File: src/hw/rtl/dmp_pkg.sv
// Shared types and constants for the DNS message parser.
// Beat structs, field kind codes, status codes and register map.
// No dependencies.
package dmp_pkg;

  localparam int unsigned MAX_NAME_LEN = 255;

  localparam int unsigned APB_ADDR_W = 3;
  localparam logic REG_NAME_LIMIT = 1'b0;
  localparam logic [7:0] NAME_LIMIT_RESET = 8'd255;

  typedef struct packed {
    logic [7:0] data_byte;
    logic       last_byte;
  } msg_beat_t;

  typedef struct packed {
    logic [4:0]  field_kind;
    logic [1:0]  section;
    logic [31:0] field_value;
    logic [1:0]  status;
    logic        end_of_message;
  } res_beat_t;

  localparam logic [4:0] KIND_ID         = 5'd0;
  localparam logic [4:0] KIND_FLAGS1     = 5'd1;
  localparam logic [4:0] KIND_FLAGS2     = 5'd2;
  localparam logic [4:0] KIND_QDCOUNT    = 5'd3;
  localparam logic [4:0] KIND_NAME_BYTE  = 5'd7;
  localparam logic [4:0] KIND_NAME_END   = 5'd8;
  localparam logic [4:0] KIND_QTYPE      = 5'd9;
  localparam logic [4:0] KIND_QCLASS     = 5'd10;
  localparam logic [4:0] KIND_TYPE       = 5'd11;
  localparam logic [4:0] KIND_CLASS      = 5'd12;
  localparam logic [4:0] KIND_TTL        = 5'd13;
  localparam logic [4:0] KIND_RDLENGTH   = 5'd14;
  localparam logic [4:0] KIND_RDATA_BYTE = 5'd15;
  localparam logic [4:0] KIND_END_ONLY   = 5'd16;

  localparam logic [1:0] STATUS_OK        = 2'd0;
  localparam logic [1:0] STATUS_SHORT     = 2'd1;
  localparam logic [1:0] STATUS_NAME_LONG = 2'd2;
  localparam logic [1:0] STATUS_TRUNC     = 2'd3;

endpackage

File: src/hw/rtl/dns_message_parser.sv
// Top level of the DNS message parser: input register, parse core, result register.
// Depends on dmp_pkg, dmp_apb_regs, dmp_in_reg, dmp_parse_core, dmp_out_reg.
//
//  port group  | handshake              | payload
//  msg         | msg_valid / msg_ready  | msg_beat_t (data_byte, last_byte)
//  res         | res_valid / res_ready  | res_beat_t (kind, section, value, status, end)
//  apb         | psel, penable, pready  | paddr, pwdata, prdata (name_limit at 0x0)
//
// One byte per cycle while results are not stalled; a byte is held in the input
// register, and any result it yields goes to the result register. The parse state
// updates once per byte, between the two registers. Reset clears all parse state
// and sets name_limit to 255. A stalled result holds the result register; the
// input register then fills and msg_ready drops.
module dns_message_parser
  import dmp_pkg::*;
(
  input  logic                  clk,
  input  logic                  rst,
  input  logic                  msg_valid,
  output logic                  msg_ready,
  input  msg_beat_t             msg,
  output logic                  res_valid,
  input  logic                  res_ready,
  output res_beat_t             res,
  input  logic                  psel,
  input  logic                  penable,
  input  logic                  pwrite,
  input  logic [APB_ADDR_W-1:0] paddr,
  input  logic [31:0]           pwdata,
  output logic [31:0]           prdata,
  output logic                  pready
);

  logic      q_valid;
  msg_beat_t q;
  logic      out_free;
  logic      advance;
  logic      res_have;
  res_beat_t res_d;
  logic [7:0] name_limit;

  assign advance = q_valid && out_free;

  dmp_apb_regs u_regs (
    .clk        (clk),
    .rst        (rst),
    .psel       (psel),
    .penable    (penable),
    .pwrite     (pwrite),
    .paddr      (paddr),
    .pwdata     (pwdata),
    .prdata     (prdata),
    .pready     (pready),
    .name_limit (name_limit)
  );

  dmp_in_reg u_in (
    .clk       (clk),
    .rst       (rst),
    .msg_valid (msg_valid),
    .msg_ready (msg_ready),
    .msg       (msg),
    .take      (advance),
    .q_valid   (q_valid),
    .q         (q)
  );

  dmp_parse_core u_core (
    .clk        (clk),
    .rst        (rst),
    .advance    (advance),
    .beat       (q),
    .name_limit (name_limit),
    .res_have   (res_have),
    .res_beat   (res_d)
  );

  dmp_out_reg u_out (
    .clk       (clk),
    .rst       (rst),
    .load      (advance && res_have),
    .d         (res_d),
    .free      (out_free),
    .res_valid (res_valid),
    .res_ready (res_ready),
    .res       (res)
  );

endmodule

File: src/hw/rtl/dmp_apb_regs.sv
// APB configuration register block for the DNS message parser.
// Holds name_limit; depends on dmp_pkg.
module dmp_apb_regs
  import dmp_pkg::*;
(
  input  logic                  clk,
  input  logic                  rst,
  input  logic                  psel,
  input  logic                  penable,
  input  logic                  pwrite,
  input  logic [APB_ADDR_W-1:0] paddr,
  input  logic [31:0]           pwdata,
  output logic [31:0]           prdata,
  output logic                  pready,
  output logic [7:0]            name_limit
);

  logic wr_en;
  logic hit;

  assign pready = 1'b1;
  assign hit    = (paddr[2] == REG_NAME_LIMIT);
  assign wr_en  = psel && penable && pwrite && hit;

  always_ff @(posedge clk) begin
    if (rst) begin
      name_limit <= NAME_LIMIT_RESET;
    end else if (wr_en) begin
      name_limit <= pwdata[7:0];
    end
  end

  always_comb begin
    prdata = '0;
    if (hit && (paddr[1:0] == 2'b00)) begin
      prdata = {24'd0, name_limit};
    end
  end

endmodule

File: src/hw/rtl/dmp_in_reg.sv
// Input register stage for message beats.
// Depends on dmp_pkg for the beat type.
module dmp_in_reg
  import dmp_pkg::*;
(
  input  logic      clk,
  input  logic      rst,
  input  logic      msg_valid,
  output logic      msg_ready,
  input  msg_beat_t msg,
  input  logic      take,
  output logic      q_valid,
  output msg_beat_t q
);

  assign msg_ready = !q_valid || take;

  always_ff @(posedge clk) begin
    if (rst) begin
      q_valid <= 1'b0;
    end else if (msg_ready) begin
      q_valid <= msg_valid;
    end
  end

  always_ff @(posedge clk) begin
    if (msg_ready && msg_valid) begin
      q <= msg;
    end
  end

endmodule

File: src/hw/rtl/dmp_parse_core.sv
// Parse state and next-state logic for one message byte.
// Depends on dmp_pkg for beat types, kind and status codes.
module dmp_parse_core
  import dmp_pkg::*;
(
  input  logic      clk,
  input  logic      rst,
  input  logic      advance,
  input  msg_beat_t beat,
  input  logic [7:0] name_limit,
  output logic      res_have,
  output res_beat_t res_beat
);

  typedef enum logic [10:0] {
    PH_HDR    = 11'b00000000001,
    PH_NAME   = 11'b00000000010,
    PH_QTYPE  = 11'b00000000100,
    PH_QCLASS = 11'b00000001000,
    PH_TYPE   = 11'b00000010000,
    PH_CLASS  = 11'b00000100000,
    PH_TTL    = 11'b00001000000,
    PH_RDLEN  = 11'b00010000000,
    PH_RDATA  = 11'b00100000000,
    PH_DONE   = 11'b01000000000,
    PH_STOP   = 11'b10000000000
  } phase_t;

  phase_t           phase, phase_next;
  logic [3:0]       byte_in_field, byte_in_field_next;
  logic [31:0]      field_accum, field_accum_next;
  logic [3:0][15:0] section_counts, section_counts_next;
  logic [1:0]       current_section, current_section_next;
  logic [15:0]      records_left, records_left_next;
  logic [7:0]       name_length, name_length_next;
  logic [15:0]      rdata_left, rdata_left_next;
  logic [1:0]       sticky_status, sticky_status_next;

  function automatic logic [2:0] find_section(input logic [3:0][15:0] cnt,
                                              input logic [2:0] start);
    logic       found;
    logic [1:0] sel;
    found = 1'b0;
    sel   = 2'd0;
    for (int i = 0; i < 4; i++) begin
      if (!found && (3'(i) >= start) && (cnt[i] != 16'd0)) begin
        found = 1'b1;
        sel   = 2'(i);
      end
    end
    return {found, sel};
  endfunction

  logic [7:0]  b;
  logic [31:0] acc_shift;
  logic [3:0]  bif_inc;
  logic [3:0]  fld_width;
  logic [8:0]  pos;
  logic [7:0]  lim;
  logic [1:0]  cnt_sel;
  logic        do_finish;
  logic        do_enter;
  logic [2:0]  enter_start;
  logic [2:0]  found_sel;
  logic [15:0] rl_dec;
  logic        have;
  logic [4:0]  kind;
  logic [31:0] val;
  logic [1:0]  sect;

  always_comb begin
    b         = beat.data_byte;
    acc_shift = {field_accum[23:0], b};
    bif_inc   = byte_in_field + 4'd1;
    fld_width = (phase == PH_TTL) ? 4'd4 : 4'd2;
    pos       = {1'b0, name_length} + 9'd1;
    lim       = (name_limit > 8'(MAX_NAME_LEN)) ? 8'(MAX_NAME_LEN) : name_limit;
    cnt_sel   = byte_in_field[2:1] + 2'd2;
    rl_dec    = records_left - 16'd1;

    phase_next           = phase;
    byte_in_field_next   = byte_in_field;
    field_accum_next     = field_accum;
    section_counts_next  = section_counts;
    current_section_next = current_section;
    records_left_next    = records_left;
    name_length_next     = name_length;
    rdata_left_next      = rdata_left;
    sticky_status_next   = sticky_status;

    do_finish   = 1'b0;
    do_enter    = 1'b0;
    enter_start = 3'd0;
    found_sel   = 3'd0;
    have        = 1'b0;
    kind        = KIND_END_ONLY;
    val         = 32'd0;
    sect        = current_section;

    case (phase)
      PH_HDR: begin
        field_accum_next   = acc_shift;
        byte_in_field_next = bif_inc;
        sect               = 2'd0;
        case (byte_in_field)
          4'd1: begin
            have = 1'b1;
            kind = KIND_ID;
            val  = {16'd0, acc_shift[15:0]};
          end
          4'd2: begin
            have = 1'b1;
            kind = KIND_FLAGS1;
            val  = {24'd0, b};
          end
          4'd3: begin
            have = 1'b1;
            kind = KIND_FLAGS2;
            val  = {24'd0, b};
          end
          4'd5, 4'd7, 4'd9, 4'd11: begin
            have = 1'b1;
            kind = KIND_QDCOUNT + {3'd0, cnt_sel};
            val  = {16'd0, acc_shift[15:0]};
            section_counts_next[cnt_sel] = acc_shift[15:0];
            if (byte_in_field == 4'd11) begin
              byte_in_field_next   = 4'd0;
              field_accum_next     = 32'd0;
              current_section_next = 2'd0;
              do_enter             = 1'b1;
              enter_start          = 3'd0;
            end
          end
          default: begin
          end
        endcase
      end
      PH_NAME: begin
        if (pos > {1'b0, lim}) begin
          sticky_status_next = STATUS_NAME_LONG;
          phase_next         = PH_STOP;
        end else if (b == 8'd0) begin
          have             = 1'b1;
          kind             = KIND_NAME_END;
          val              = {23'd0, pos};
          name_length_next = 8'd0;
          phase_next       = (current_section == 2'd0) ? PH_QTYPE : PH_TYPE;
        end else begin
          have             = 1'b1;
          kind             = KIND_NAME_BYTE;
          val              = {24'd0, b};
          name_length_next = pos[7:0];
        end
      end
      PH_QTYPE, PH_QCLASS, PH_TYPE, PH_CLASS, PH_TTL, PH_RDLEN: begin
        field_accum_next   = acc_shift;
        byte_in_field_next = bif_inc;
        if (bif_inc >= fld_width) begin
          have               = 1'b1;
          val                = acc_shift;
          byte_in_field_next = 4'd0;
          field_accum_next   = 32'd0;
          case (phase)
            PH_QTYPE: begin
              kind       = KIND_QTYPE;
              phase_next = PH_QCLASS;
            end
            PH_QCLASS: begin
              kind      = KIND_QCLASS;
              do_finish = 1'b1;
            end
            PH_TYPE: begin
              kind       = KIND_TYPE;
              phase_next = PH_CLASS;
            end
            PH_CLASS: begin
              kind       = KIND_CLASS;
              phase_next = PH_TTL;
            end
            PH_TTL: begin
              kind       = KIND_TTL;
              phase_next = PH_RDLEN;
            end
            default: begin
              kind            = KIND_RDLENGTH;
              rdata_left_next = acc_shift[15:0];
              if (acc_shift[15:0] == 16'd0) begin
                do_finish = 1'b1;
              end else begin
                phase_next = PH_RDATA;
              end
            end
          endcase
        end
      end
      PH_RDATA: begin
        have            = 1'b1;
        kind            = KIND_RDATA_BYTE;
        val             = {24'd0, b};
        rdata_left_next = rdata_left - 16'd1;
        if (rdata_left == 16'd1) begin
          do_finish = 1'b1;
        end
      end
      default: begin
      end
    endcase

    if (do_finish) begin
      records_left_next = rl_dec;
      if (rl_dec == 16'd0) begin
        do_enter    = 1'b1;
        enter_start = {1'b0, current_section} + 3'd1;
      end else begin
        name_length_next = 8'd0;
        phase_next       = PH_NAME;
      end
    end

    if (do_enter) begin
      found_sel = find_section(section_counts_next, enter_start);
      if (found_sel[2]) begin
        current_section_next = found_sel[1:0];
        records_left_next    = section_counts_next[found_sel[1:0]];
        name_length_next     = 8'd0;
        phase_next           = PH_NAME;
      end else begin
        phase_next = PH_DONE;
      end
    end

    if (beat.last_byte) begin
      if ((phase_next != PH_DONE) && (sticky_status_next == STATUS_OK)) begin
        sticky_status_next = (phase_next == PH_HDR) ? STATUS_SHORT : STATUS_TRUNC;
      end
      if (!have) begin
        kind = KIND_END_ONLY;
        val  = 32'd0;
      end
    end

    res_have                = have || beat.last_byte;
    res_beat.field_kind     = kind;
    res_beat.section        = sect;
    res_beat.field_value    = val;
    res_beat.status         = sticky_status_next;
    res_beat.end_of_message = beat.last_byte;
  end

  always_ff @(posedge clk) begin
    if (rst || (advance && beat.last_byte)) begin
      phase           <= PH_HDR;
      byte_in_field   <= '0;
      field_accum     <= '0;
      section_counts  <= '0;
      current_section <= '0;
      records_left    <= '0;
      name_length     <= '0;
      rdata_left      <= '0;
      sticky_status   <= STATUS_OK;
    end else if (advance) begin
      phase           <= phase_next;
      byte_in_field   <= byte_in_field_next;
      field_accum     <= field_accum_next;
      section_counts  <= section_counts_next;
      current_section <= current_section_next;
      records_left    <= records_left_next;
      name_length     <= name_length_next;
      rdata_left      <= rdata_left_next;
      sticky_status   <= sticky_status_next;
    end
  end

endmodule

File: src/hw/rtl/dmp_out_reg.sv
// Result register for parsed field beats.
// Depends on dmp_pkg for the result beat type.
module dmp_out_reg
  import dmp_pkg::*;
(
  input  logic      clk,
  input  logic      rst,
  input  logic      load,
  input  res_beat_t d,
  output logic      free,
  output logic      res_valid,
  input  logic      res_ready,
  output res_beat_t res
);

  assign free = !res_valid || res_ready;

  always_ff @(posedge clk) begin
    if (rst) begin
      res_valid <= 1'b0;
    end else if (free) begin
      res_valid <= load;
    end
  end

  always_ff @(posedge clk) begin
    if (free && load) begin
      res <= d;
    end
  end

endmodule

File: config.mk
export PLATFORM = sky130hd
export DESIGN_NAME = dns_message_parser
export DESIGN_NICKNAME = d
export VERILOG_FILES = /design/src/hw/rtl/dmp_pkg.sv /design/src/hw/rtl/dns_message_parser.sv /design/src/hw/rtl/dmp_apb_regs.sv /design/src/hw/rtl/dmp_in_reg.sv /design/src/hw/rtl/dmp_parse_core.sv /design/src/hw/rtl/dmp_out_reg.sv
export SDC_FILE = /design/constraint.sdc
export NUM_CORES = 1
export LEC_CHECK = 0
export BUFFER_PORTS_ARGS = -buffer_cell sky130_fd_sc_hd__buf_2
export CORE_UTILIZATION = 30
export DETAILED_ROUTE_END_ITERATION = 6
export RECOVER_POWER = 50
export SLEW_MARGIN = 20
export SYNTH_ARGS = -nofsm -noshare
export SYNTH_HDL_FRONTEND = slang
export SYNTH_SLANG_ARGS = --single-unit
export TNS_END_PERCENT = 5
File: constraint.sdc
create_clock -name clk -period 12.3 [get_ports clk]
set_clock_uncertainty 0.15 [all_clocks]
set_input_delay 1.845 -clock clk [delete_from_list [all_inputs] [get_ports clk]]
set_output_delay 1.845 -clock clk [all_outputs]
set_load 0.1 [all_outputs]
# Yosys cells after proc, flatten, opt, wreduce, memory -nomap -nowiden
# Cells that the tools add are included.
word_totals:
  register_bits: 208
  in_bits: 51
  out_inout_bits: 77
  wordCells: 204
op_classes:
  n_addsub: 7
  order_cmp: 10
  eq_ne: 21
  n_mux: 95
  n_bitwise: 1
  n_reduce_logical: 48
ops:
  columns: ["op", "n"]
  rows:
  - ["$mux 32", 4]
  - ["$mux 64", 2]
  - ["$pmux 32 s4", 1]
  - ["$mux 16", 7]
  - ["$mux 11", 7]
  - ["$mux 24", 3]
  - ["$mux 8", 9]
  - ["$bwmux 64", 1]
  - ["$pmux 16 s2", 2]
  - ["$reduce_bool 16->1", 4]
  - ["$pmux 11 s5", 1]
  - ["$pmux 24 s2", 1]
  - ["$pmux 5 s4", 2]
  - ["$bmux 16 s2", 1]
  - ["$demux 16 s2", 1]
  - ["$logic_not 16->1", 2]
  - ["$sub 16x1->16 const B", 2]
  - ["$mux 2", 13]
  - ["$mux 5", 5]
  - ["$eq 11x1->1 const B", 2]
  - ["$pmux 11 s2", 1]
  - ["$mux 1", 20]
  - ["$logic_and 1x1->1", 18]
  - ["$eq 16x1->1 const B", 1]
  - ["other kinds (48)", 72]

# Logic depth before layout (Yosys ltp)
# Gate-level depths: netlist of the first run.
logic_depth:
  ltp_word: 33
  ltp_mapped: 18
  depth_no_buf: 15

# By module
# A second synthesis of the first run with hierarchy kept.
hier_totals:
  hier_cells: 1394
  area_unflattened_um2: 11741.3
by_module_without_submodules:
  columns: ["module", "n_inst", "cells_per_inst", "area_per_inst_um2", "seq_area_each_um2"]
  rows:
  - ["dmp_parse_core", 1, 1259, 9499.1, 2942.8]
  - ["dmp_out_reg", 1, 47, 1316.3, 1281.2]
  - ["dmp_apb_regs", 1, 72, 588.1, 160.2]
  - ["dmp_in_reg", 1, 14, 325.3, 290.3]
  - ["dns_message_parser", 1, 2, 12.5, 0.0]

# Worst setup path before layout of the first run
# OpenSTA, ideal clock, no wires.
synth_path:
  path_kind: "input -> output"
  startpoint: "input port paddr[1]"
  endpoint: "output port prdata[0]"
  arrival_time_ns: 3.022
  t_required_ns: 10.305
  setup_slack_ns: 7.283
  stages: 2
  path_buffers: 0
  cell_sequence: "nor3_1 > and2_1"
synth_between:
  elab_chain_len: 3
synth_rtl:
  columns: ["element", "line", "text"]
  rows:
  - ["start: declaration", "dns_message_parser.sv:28", "input logic [APB_ADDR_W-1:0] paddr,"]
  - ["$logic_not 2->1", "dmp_apb_regs.sv:35", "if (hit && (paddr[1:0] == 2'b00)) begin"]
  - ["$logic_and 1x1->1", "dmp_apb_regs.sv:35", null]
  - ["$mux 8", "dmp_apb_regs.sv:35", null]
  - ["end: declaration", "dns_message_parser.sv:30", "output logic [31:0] prdata,"]
# No other way between the ends.

# Worst setup path in the final report of the first run
layout_path:
  startpoint: "input port res_ready"
  endpoint: "register u_core.records_left[15]"
layout_between:
  elab_chain_len: 4
layout_rtl:
  columns: ["element", "line", "text"]
  rows:
  - ["start: declaration", "dns_message_parser.sv:23", "input logic res_ready,"]
  - ["$logic_or 1x1->1 (*)", "dmp_out_reg.sv:16", "assign free = !res_valid || res_ready;"]
  - ["$logic_and 1x1->1 (*)", "dns_message_parser.sv:42", "assign advance = q_valid && out_free;"]
  - ["$logic_and 1x1->1", "dmp_parse_core.sv:251", "if (rst || (advance && beat.last_byte)) begin"]
  - ["$logic_or 1x1->1", "dmp_parse_core.sv:251", null]
  - ["end signal: assignment", "dmp_parse_core.sv:267", "records_left <= records_left_next;"]
  - ["end: declaration", "dmp_parse_core.sv:34", "logic [15:0] records_left, records_left_next;"]
# Mark *: on every way between the ends. The rest lies on a longest branch, timed or not.
# A chain may end at the register's enable or synchronous reset.

==> run summary, run 1 <==
The tools report the number of cells produced by synthesis as 1,390. The critical-path cell with the highest stage delay is sky130_fd_sc_hd__clkbuf_1. Number of synthesized flops with an enable pin: 51.

After detailed routing, the number of remaining DRC violations is 0. Share of the cycle needed by the critical path after routing: 0.674. The category of the most critical setup path was input pin to flip-flop. Final RePlAce weighted congestion: 0.880. The total of cells resized after clock tree synthesis is 0, and the first-pass iteration count of the detailed router is 7. The tools report the number of hold violations in the final report as 0. The tools report the buffer type at the clock tree root as sky130_fd_sc_hd__clkbuf_16.

The worst setup path is captured at a flip-flop. Hold repair after CTS inserted 0 buffers. The count of standard-cell rows was 71; the power per cell area was 129 nW/um^2. The highest net fanout along the worst path came out at 71.

The final reports fail on max-capacitance violations, max-slew violations. Critical path launch point type: an input pin. The leading register cell type out of synthesis is sky130_fd_sc_hd__dfxtp_1. Setup repair after global routing left no endpoint under its margin.

The area growth from synthesis to layout is 12.6%. Proportion of synthesized chip area in sequential cells: 0.406. The sum of routed wire length over all layers was 34,400 um. Setup violations remaining at the end of the flow were counted as 0. The tools report the clock latency at the later pin of the worst-skew pair as 0.52 ns. The number of antenna violations at the first check in global routing was 0. The number of design-rule violations left by the first detailed-router iteration came out at 1,029. The flow ran to the end, but the final reports show violations. Traced cell by cell, the critical path runs through buf_2, nand2b_1, nand2_1, clkbuf_1, o21ai_4, clkbuf_1, clkbuf_1, nor3_1, a211o_1. The library cell appearing most often on the critical path is sky130_fd_sc_hd__clkbuf_1.

The share of synthesized registers carrying an async set or reset works out to 0. Summing all multi-input logic gate instances after layout gives 6190 um^2. The wire-length estimate of the detail-placed layout is 23,400 um. For this run, the number of Yosys warnings is 0. During I/O placement, the number of pins put on the boundary was 128.

The global-route wire length before repair was 54,000 um. At the pin with the least slew margin, the transition time is 3.31 ns. The number of antenna cells inserted is 0.

The number of CTS-inserted buffers was 25. The effective utilization at floorplan was 0.305. The average footprint of a synthesized cell works out to 8.29 um^2. After the last flow step, the layout net total stands at 1,484. The tools report the worst slew margin relative to its limit as -1.20.

The ratio of routed vias to standard cells was 5.37. In this run the worst hold path is classified as flip-flop to flip-flop. On the worst path, the slowest cell contributes a delay of 2.35 ns. The detailed-route wire length per cell came out at 17.8 um. The number of antenna-violating nets in the routed design was 0; the clock transition at the registers of the reported paths was 0.06 ns. For the via count of the first global-routing pass, the log shows 9,791.

The final sum of negative setup slack is 0 ns. The die footprint was 39,200 um^2; the area inside the core boundary was 37,800 um^2. Layout cell share with drive strength beyond 1: 0.0883. Floorplan die width: 198 um. Entering global routing, the biggest net connects 72 pins. TritonCTS built the clock tree. The fill cell total of the finished layout came out at 3,942. The total of buffers placed on input and output ports came out at 78. The logs give 0.344 for the fraction of the core area covered by cells at the end of the flow and 1 for the number of H-tree levels. The routed design could run at a clock period as short as 8.30 ns. At the worst endpoint, the required time is 12.56 ns. The max-slew violation count is 211, and the area of the mapped netlist is 11,500 um^2. Data on the critical path arrives at its endpoint at 8.55 ns. The maximum clock insertion buffer count is 3. The sequential cells in the finished layout cover a total of 4670 um^2. The floorplan step set the die height to 198 um. The run gives 0.174 as the overall fraction of global-route tracks in use.

The number of different library cells in the post-synthesis netlist was 89; the count of buffers added by post-CTS timing repair for setup was 0. After global routing the overflow that remains totals 0. The clock net in this run drives a total of 208 sinks.

The tools report the maximum clock rate as 121 MHz. For the worst voltage drop across the vdd grid, the log shows 83.8 uV. The standby leakage power is 0.00477 uW, and the register bit total from synthesis is 208. Max-cap violations in this run came to 5.

The via count is 10,405.
==> flip-flops by register name, indices dropped and copies added, names as in the netlist <==
| signal | cells |
|---|---|
| u_core.section_counts | 64 |
| u_out.res | 42 |
| u_core.field_accum | 24 |
| u_core.rdata_left | 16 |
| u_core.records_left | 16 |
| u_core.phase | 11 |
| u_in.q | 9 |
| u_core.name_length | 8 |
| u_regs.name_limit | 8 |
| u_core.byte_in_field | 4 |
| u_core.current_section | 2 |
| u_core.sticky_status | 2 |
| u_in.q_valid | 1 |
| u_out.res_valid | 1 |
==> stage by stage <==
| step | total power, uW | area, um^2 | instances | setup WS, ns | hold WS, ns |
|---|---|---|---|---|---|
| after floorplan | 865 | 11600 | 1413 | 7.28 | 0.289 |
| final | 1670 | 13000 | 1938 | 4.00 | 0.312 |
| after global placement | 896 | 12200 | 1893 | 7.13 | 0.299 |
| after detailed placement | 897 | 12200 | 1893 | 7.08 | 0.304 |
| after CTS | 1690 | 13100 | 1938 | 7.08 | 0.312 |
| after global routing | 1720 | 13000 | 1938 | 3.52 | 0.334 |
==> synthesized netlist by cell type, types with 14 or more instances <==
| cell | n | area share |
|---|---|---|
| sky130_fd_sc_hd__and2_1 | 35 | 0.019 |
| sky130_fd_sc_hd__buf_4 | 29 | 0.019 |
| sky130_fd_sc_hd__nor4_1 | 33 | 0.018 |
| sky130_fd_sc_hd__dfxtp_1 | 157 | 0.27 |
| sky130_fd_sc_hd__mux2i_1 | 14 | 0.012 |
| sky130_fd_sc_hd__or3_1 | 17 | 0.0092 |
| sky130_fd_sc_hd__nand2_1 | 226 | 0.074 |
| sky130_fd_sc_hd__o21ai_0 | 44 | 0.019 |
| sky130_fd_sc_hd__ha_1 | 24 | 0.026 |
| sky130_fd_sc_hd__and3_1 | 14 | 0.0076 |
| sky130_fd_sc_hd__edfxtp_1 | 51 | 0.13 |
| sky130_fd_sc_hd__nor2_1 | 148 | 0.048 |
| sky130_fd_sc_hd__nand3_1 | 24 | 0.010 |
| sky130_fd_sc_hd__inv_1 | 33 | 0.011 |
| sky130_fd_sc_hd__a22oi_1 | 46 | 0.030 |
| sky130_fd_sc_hd__a21oi_1 | 98 | 0.043 |
| sky130_fd_sc_hd__a211oi_1 | 21 | 0.014 |
| sky130_fd_sc_hd__buf_2 | 14 | 0.0061 |
| sky130_fd_sc_hd__o211ai_1 | 15 | 0.0098 |
| sky130_fd_sc_hd__clkbuf_1 | 77 | 0.025 |
| sky130_fd_sc_hd__nor3_1 | 36 | 0.016 |
==> final cells by class <==
class / count / area share
multi-input cells: 1045 / 0.477
flip-flops and latches: 208 / 0.360
clock buffers: 32 / 0.0550
well taps: 511 / 0.0493
repair buffers: 95 / 0.0346
clock inverters: 13 / 0.0136
inverters: 34 / 0.00984
==> layer usage <==
layer | global-route usage | routed length, um
met1 | 0.242 | 15800
met2 | 0.278 | 15500
met3 | 0.0216 | 2170
met4 | 0.0566 | 931
met5 | 0 | 0
==> cell usage in the layout, fill, tap and decap left out, drive strengths merged, types with 6 or more instances in the layout <==
master    n
a211oi   21
buf      46
nand4    10
o21ai    48
o211ai   16
edfxtp   51
a211o     8
clkbuf   81
nand2   226
inv      33
nor4     38
xnor2    10
ha       24
nor3b     8
or2       6
nand3    24
nor3     39
conb     25
a31oi    14
mux2i    15
or3      17
nor2b    13
a21oi    99
and3     14
dfxtp   157
a21o     10
clkinv    8
nand4b   10
and2     35
xor2     12
nor2    148
nor4b     6
a22o      9
a22oi    46
or4       6
==> final timing paths <==
path                              from                         to  slack (ns)  depth (start not counted)
max reg2reg            u_out.res_valid    u_core.records_left[15]        5.11                          8
min reg2reg  u_core.section_counts[20]  u_core.section_counts[20]        0.31                          2
min          u_core.section_counts[20]  u_core.section_counts[20]        0.31                          2
max                          res_ready    u_core.records_left[15]        4.00                          9
==> worst max-delay path: cells and delay by family <==
| family | cells | cell delay (ns) |
|---|---|---|
| simple gates | 3 | 0.48 |
| compound gates | 2 | 0.73 |
| buf+inv | 4 | 5.44 |
==> logic make-up after synthesis <==
logic type | after synthesis | synth area share
other | 2 | 0.000652
DFF | 208 | 0.406
xor gates and xnor gates | 22 | 0.0167
and+or+nand+nor | 618 | 0.265
muxes | 19 | 0.0180
AOI/OAI and AO/OA | 337 | 0.202
buffers and inverters | 160 | 0.0651
adders and majority gates | 24 | 0.0261
==> report_power, final <==
group | switching [uW] | internal [uW]
registers | 12.8 | 712
logic | 134 | 22.3
clock network | 298 | 493
total | 445 | 1230
No activity file was read; power rests on OpenSTA's default activity.
==> inputs of run 2 (changes only) <==
==> constraint.sdc (replaced) <==
create_clock -name clk -period 6.85 [get_ports clk]
set_clock_uncertainty 0.15 [all_clocks]
set_input_delay 1.0275 -clock clk [delete_from_list [all_inputs] [get_ports clk]]
set_output_delay 1.0275 -clock clk [all_outputs]
set_load 0.1 [all_outputs]
==> run 2 against run 1 <==
The run now ends clean. Die area unchanged. First-iteration DRC count fell by 1.7%. Power is 74% higher. Register-to-register slack lost 3.9 ns. Critical path depth rose by 2. Final cell count grew 0.10%. Global-route usage down 0.055 points. Routed wire length grew 0.24%. Worst setup slack got worse by 2.8 ns. Count of clock-buffer cells in the layout rose by 1. Cell area is 0.27% lower. Combinational power is 82% higher. Largest power group unchanged.
==> run summary, run 2 (synthesis gave the netlist of run 1 again) <==
For the maximum clock insertion buffer count, the log shows 3 (unchanged). Number of remaining DRC errors: 0 (unchanged). The library cell used most frequently in the layout, excluding fill and tap cells, is sky130_fd_sc_hd__nand2_1. The largest registers in the layout are u_core.section_counts: 64 flops, u_out.res: 42 flops, u_core.field_accum: 24 flops. The floorplan die width is 198 um (unchanged), and the number of H-tree levels is 1 (unchanged).

The number of antenna violations at the first check in global routing came out at 0 (unchanged). Type of the tightest min-delay check: flip-flop to flip-flop. The post-route non-filler standard cell count is 1,940 (+0.10%), and the detailed-route wire length per cell is 17.8 um (+0.14%). The cell count along the critical path is 11 (+2), and the count of buffering cells on the critical path with inverters included is 1 (-3). Via count: 10,420 (+0.14%). The clock period could shrink to 5.66 ns. The total of cells resized after clock tree synthesis is 0 (unchanged). The critical path goes through nor4_1, nand4_1, nor3_4, a21oi_2, nor3_4, nand4b_1, a31oi_4, buf_4, o311ai_1, o2bb2ai_1, a221oi_2.

The final sum of negative setup slack is 0 ns (unchanged). The number of flip-flops in the largest register is 64 (unchanged). Worst slew margin relative to its limit: 0.0812 (+1.28). Area inside the core boundary: 37,800 um^2 (unchanged). The tools report the number of maximum-capacitance constraint violations as 0 (-5). The sequential group share of total power is 0.445 (+0.012). The via count of the first global-routing pass is 9,527 (-2.7%). Derived from the worst setup path, the maximum achievable clock frequency is 177 MHz. The overall fraction of global-route tracks in use was 0.173 (-0.000552). The tools report the share of total power in the clock network as 0.457 (-0.016).

Setup repair after global routing left no endpoint under its margin. The tools report the data required time of the worst path as 7.14 ns (-5.42 ns). The final worst hold slack came out at 0.316 ns (+0.00383 ns). Top register by number of flip-flops: u_core.section_counts. The buffer type at the clock tree root is sky130_fd_sc_hd__clkbuf_16. The library cell appearing most often on the critical path is sky130_fd_sc_hd__nor3_4. The count of buffers added by post-CTS timing repair for setup was 0 (unchanged); the final total power was 2910 uW (+74%). The part of the power in combinational logic is 0.098 (+0.005). The instance count after placement with tap cells included came out at 1,896 (+0.16%). The effective utilization at floorplan is 0.305 (unchanged), and the net switching fraction of the power is 0.269 (+0.00278).

The run gives 157 uV (+88%) as the worst voltage drop across the vdd grid. Clock latency at the later pin of the worst-skew pair: 0.53 ns (about the same). The critical path in this run is classified as flip-flop to flip-flop. The top cell family by delay on the critical path is simple AND/OR/NAND/NOR gates. The run gives 0.910 (+3.4%) as the final RePlAce weighted congestion. Count of hold-fix buffers inserted at cts: 0 (unchanged). The tools report the post-layout worst setup margin as 1.19 ns (-2.81 ns). The area growth from synthesis to layout is 12.3%.

The tools report the switching component of the power as 784 uW (+76%). For the number of antenna cells inserted, the log shows 0 (unchanged). The number of primary I/O pins was 128 (unchanged); the number of sinks driven by the clock tree was 208 (unchanged). The run gives 34,500 um (+0.24%) as the sum of routed wire length over all layers. The highest net fanout along the worst path works out to 24 (-66%).

The logs give 0 (unchanged) for the final setup violation count and 2130 uW (+74%) for the internal portion of total power. The global-route wire length before repair is 53,600 um (-0.69%), and the actual slew at the worst max-slew pin is 1.37 ns (-1.94 ns). The max-slew violation count is 0 (-100%). The minimum setup slack among reg-to-reg paths was 1.19 ns (-3.92 ns); the delay contributed by the slowest stage of the critical path was 1.17 ns (-1.18 ns).

The standby leakage power was 0.00474 uW (-0.77%); the post-placement worst setup slack was 1.71 ns (-5.38 ns). The half-perimeter wire length of the detailed placement result was 23,700 um (+1.3%). The total of buffers placed on input and output ports is 78 (unchanged), and the die height is 198 um (unchanged).

The tools report the type of element capturing the critical path as a flip-flop. The share of the cycle needed by the critical path after routing was 0.826; the worst-case reg-to-reg path depth was 11 (+3). The ratio of routed vias to standard cells came out at 5.37 (about the same).

The layout cell share with drive strength beyond 1 is 0.0861 (-0.00222), and the number of CTS-inserted buffers is 24 (-4.0%). The slowest stage of the critical path belongs to the cell sky130_fd_sc_hd__nor4_1. The run gives 6 (-1) as the first-pass iteration count of the detailed router. The critical path launch point type is a flip-flop.

Leaving out fill and tap cells, the most frequent cells in the layout are 226 x sky130_fd_sc_hd__nand2_1, 157 x sky130_fd_sc_hd__dfxtp_1, 147 x sky130_fd_sc_hd__nor2_1. The tools report the reg-to-reg endpoint as u_core.records_left[0]. The flow ran to the end, and the final reports show no timing, DRC or antenna violations. The most critical setup path has its startpoint at u_core.phase[4]. The logs give 0 (unchanged) for the number of hold violations in the final report and 71 (unchanged) for the count of standard-cell rows.

The total congestion overflow came out at 0 (unchanged). The run gives 0 (unchanged) as the number of antenna-violating nets in the routed design. TritonCTS built the clock tree.

Clock transition at the registers of the reported paths: 0.06 ns (about the same). The arrival time at the worst endpoint is 5.94 ns (-2.61 ns). The startpoint identified for the worst register-to-register timing path is u_core.phase[4]. The power per cell area was 225 nW/um^2 (+75%); the number of design-rule violations left by the first detailed-router iteration was 1,011 (-1.7%). The number of nets in the finished design is 1,486 (+0.13%), and the pin count of the biggest net entering global routing is 64 (-11%). The critical path ends at u_core.records_left[0]. Die footprint: 39,200 um^2 (unchanged).
## run 2: power groups by stage
stage	clock network, uW	logic, uW	registers [uW]
detailed placement	0	287	1320
global route	1410	298	1300
finish	1330	284	1300
CTS	1360	288	1300
global placement	0	286	1320
floorplan	0	173	1380
## run 2: tightest hold or removal path, cell delays in order, from the launching register on
cell and delay [ns]:
sky130_fd_sc_hd__dfxtp_1 0.31, sky130_fd_sc_hd__nand2_1 0.06, sky130_fd_sc_hd__a21oi_1 0.05
## run 2: layout make-up
class / instances / area (um^2)
Clock buffer: 33 / 686
Sequential cell: 208 / 4670
Timing Repair Buffer: 98 / 472
Multi-Input combinational cell: 1045 / 6200
Clock inverter: 11 / 136
Inverter: 34 / 128
Fill cell: 3941 / 24800
Tap cell: 511 / 639
## run 2: per-stage QoR
step	util	cell area (um^2)
final	0.343	12900
after CTS	0.345	13000
after floorplan	-	11600
after global placement	0.324	12200
after detailed placement	0.324	12200
after global routing	0.343	12900
## run 2: worst min-delay path by stage
stage	from	endpoint	slack, ns	depth (start not counted)
finish	u_core.section_counts[50]	u_core.section_counts[50]	0.32	2
global route	u_core.section_counts[50]	u_core.section_counts[50]	0.33	2
CTS	u_core.section_counts[50]	u_core.section_counts[50]	0.31	2
detailed placement	u_core.section_counts[50]	u_core.section_counts[50]	0.31	2
global placement	u_core.section_counts[50]	u_core.section_counts[50]	0.30	2
floorplan	u_core.section_counts[20]	u_core.section_counts[20]	0.29	2
## run 2: routing by layer
metal | wire length (um) | track usage | up-vias | part of all wire
met5 | 0 | 0 | - | 0
met4 | 1160 | 0.0660 | 0 | 0.034
met3 | 2660 | 0.0300 | 80 | 0.077
met2 | 15200 | 0.267 | 408 | 0.44
met1 | 15500 | 0.240 | 4941 | 0.45
li1 | - | - | 4991 | -
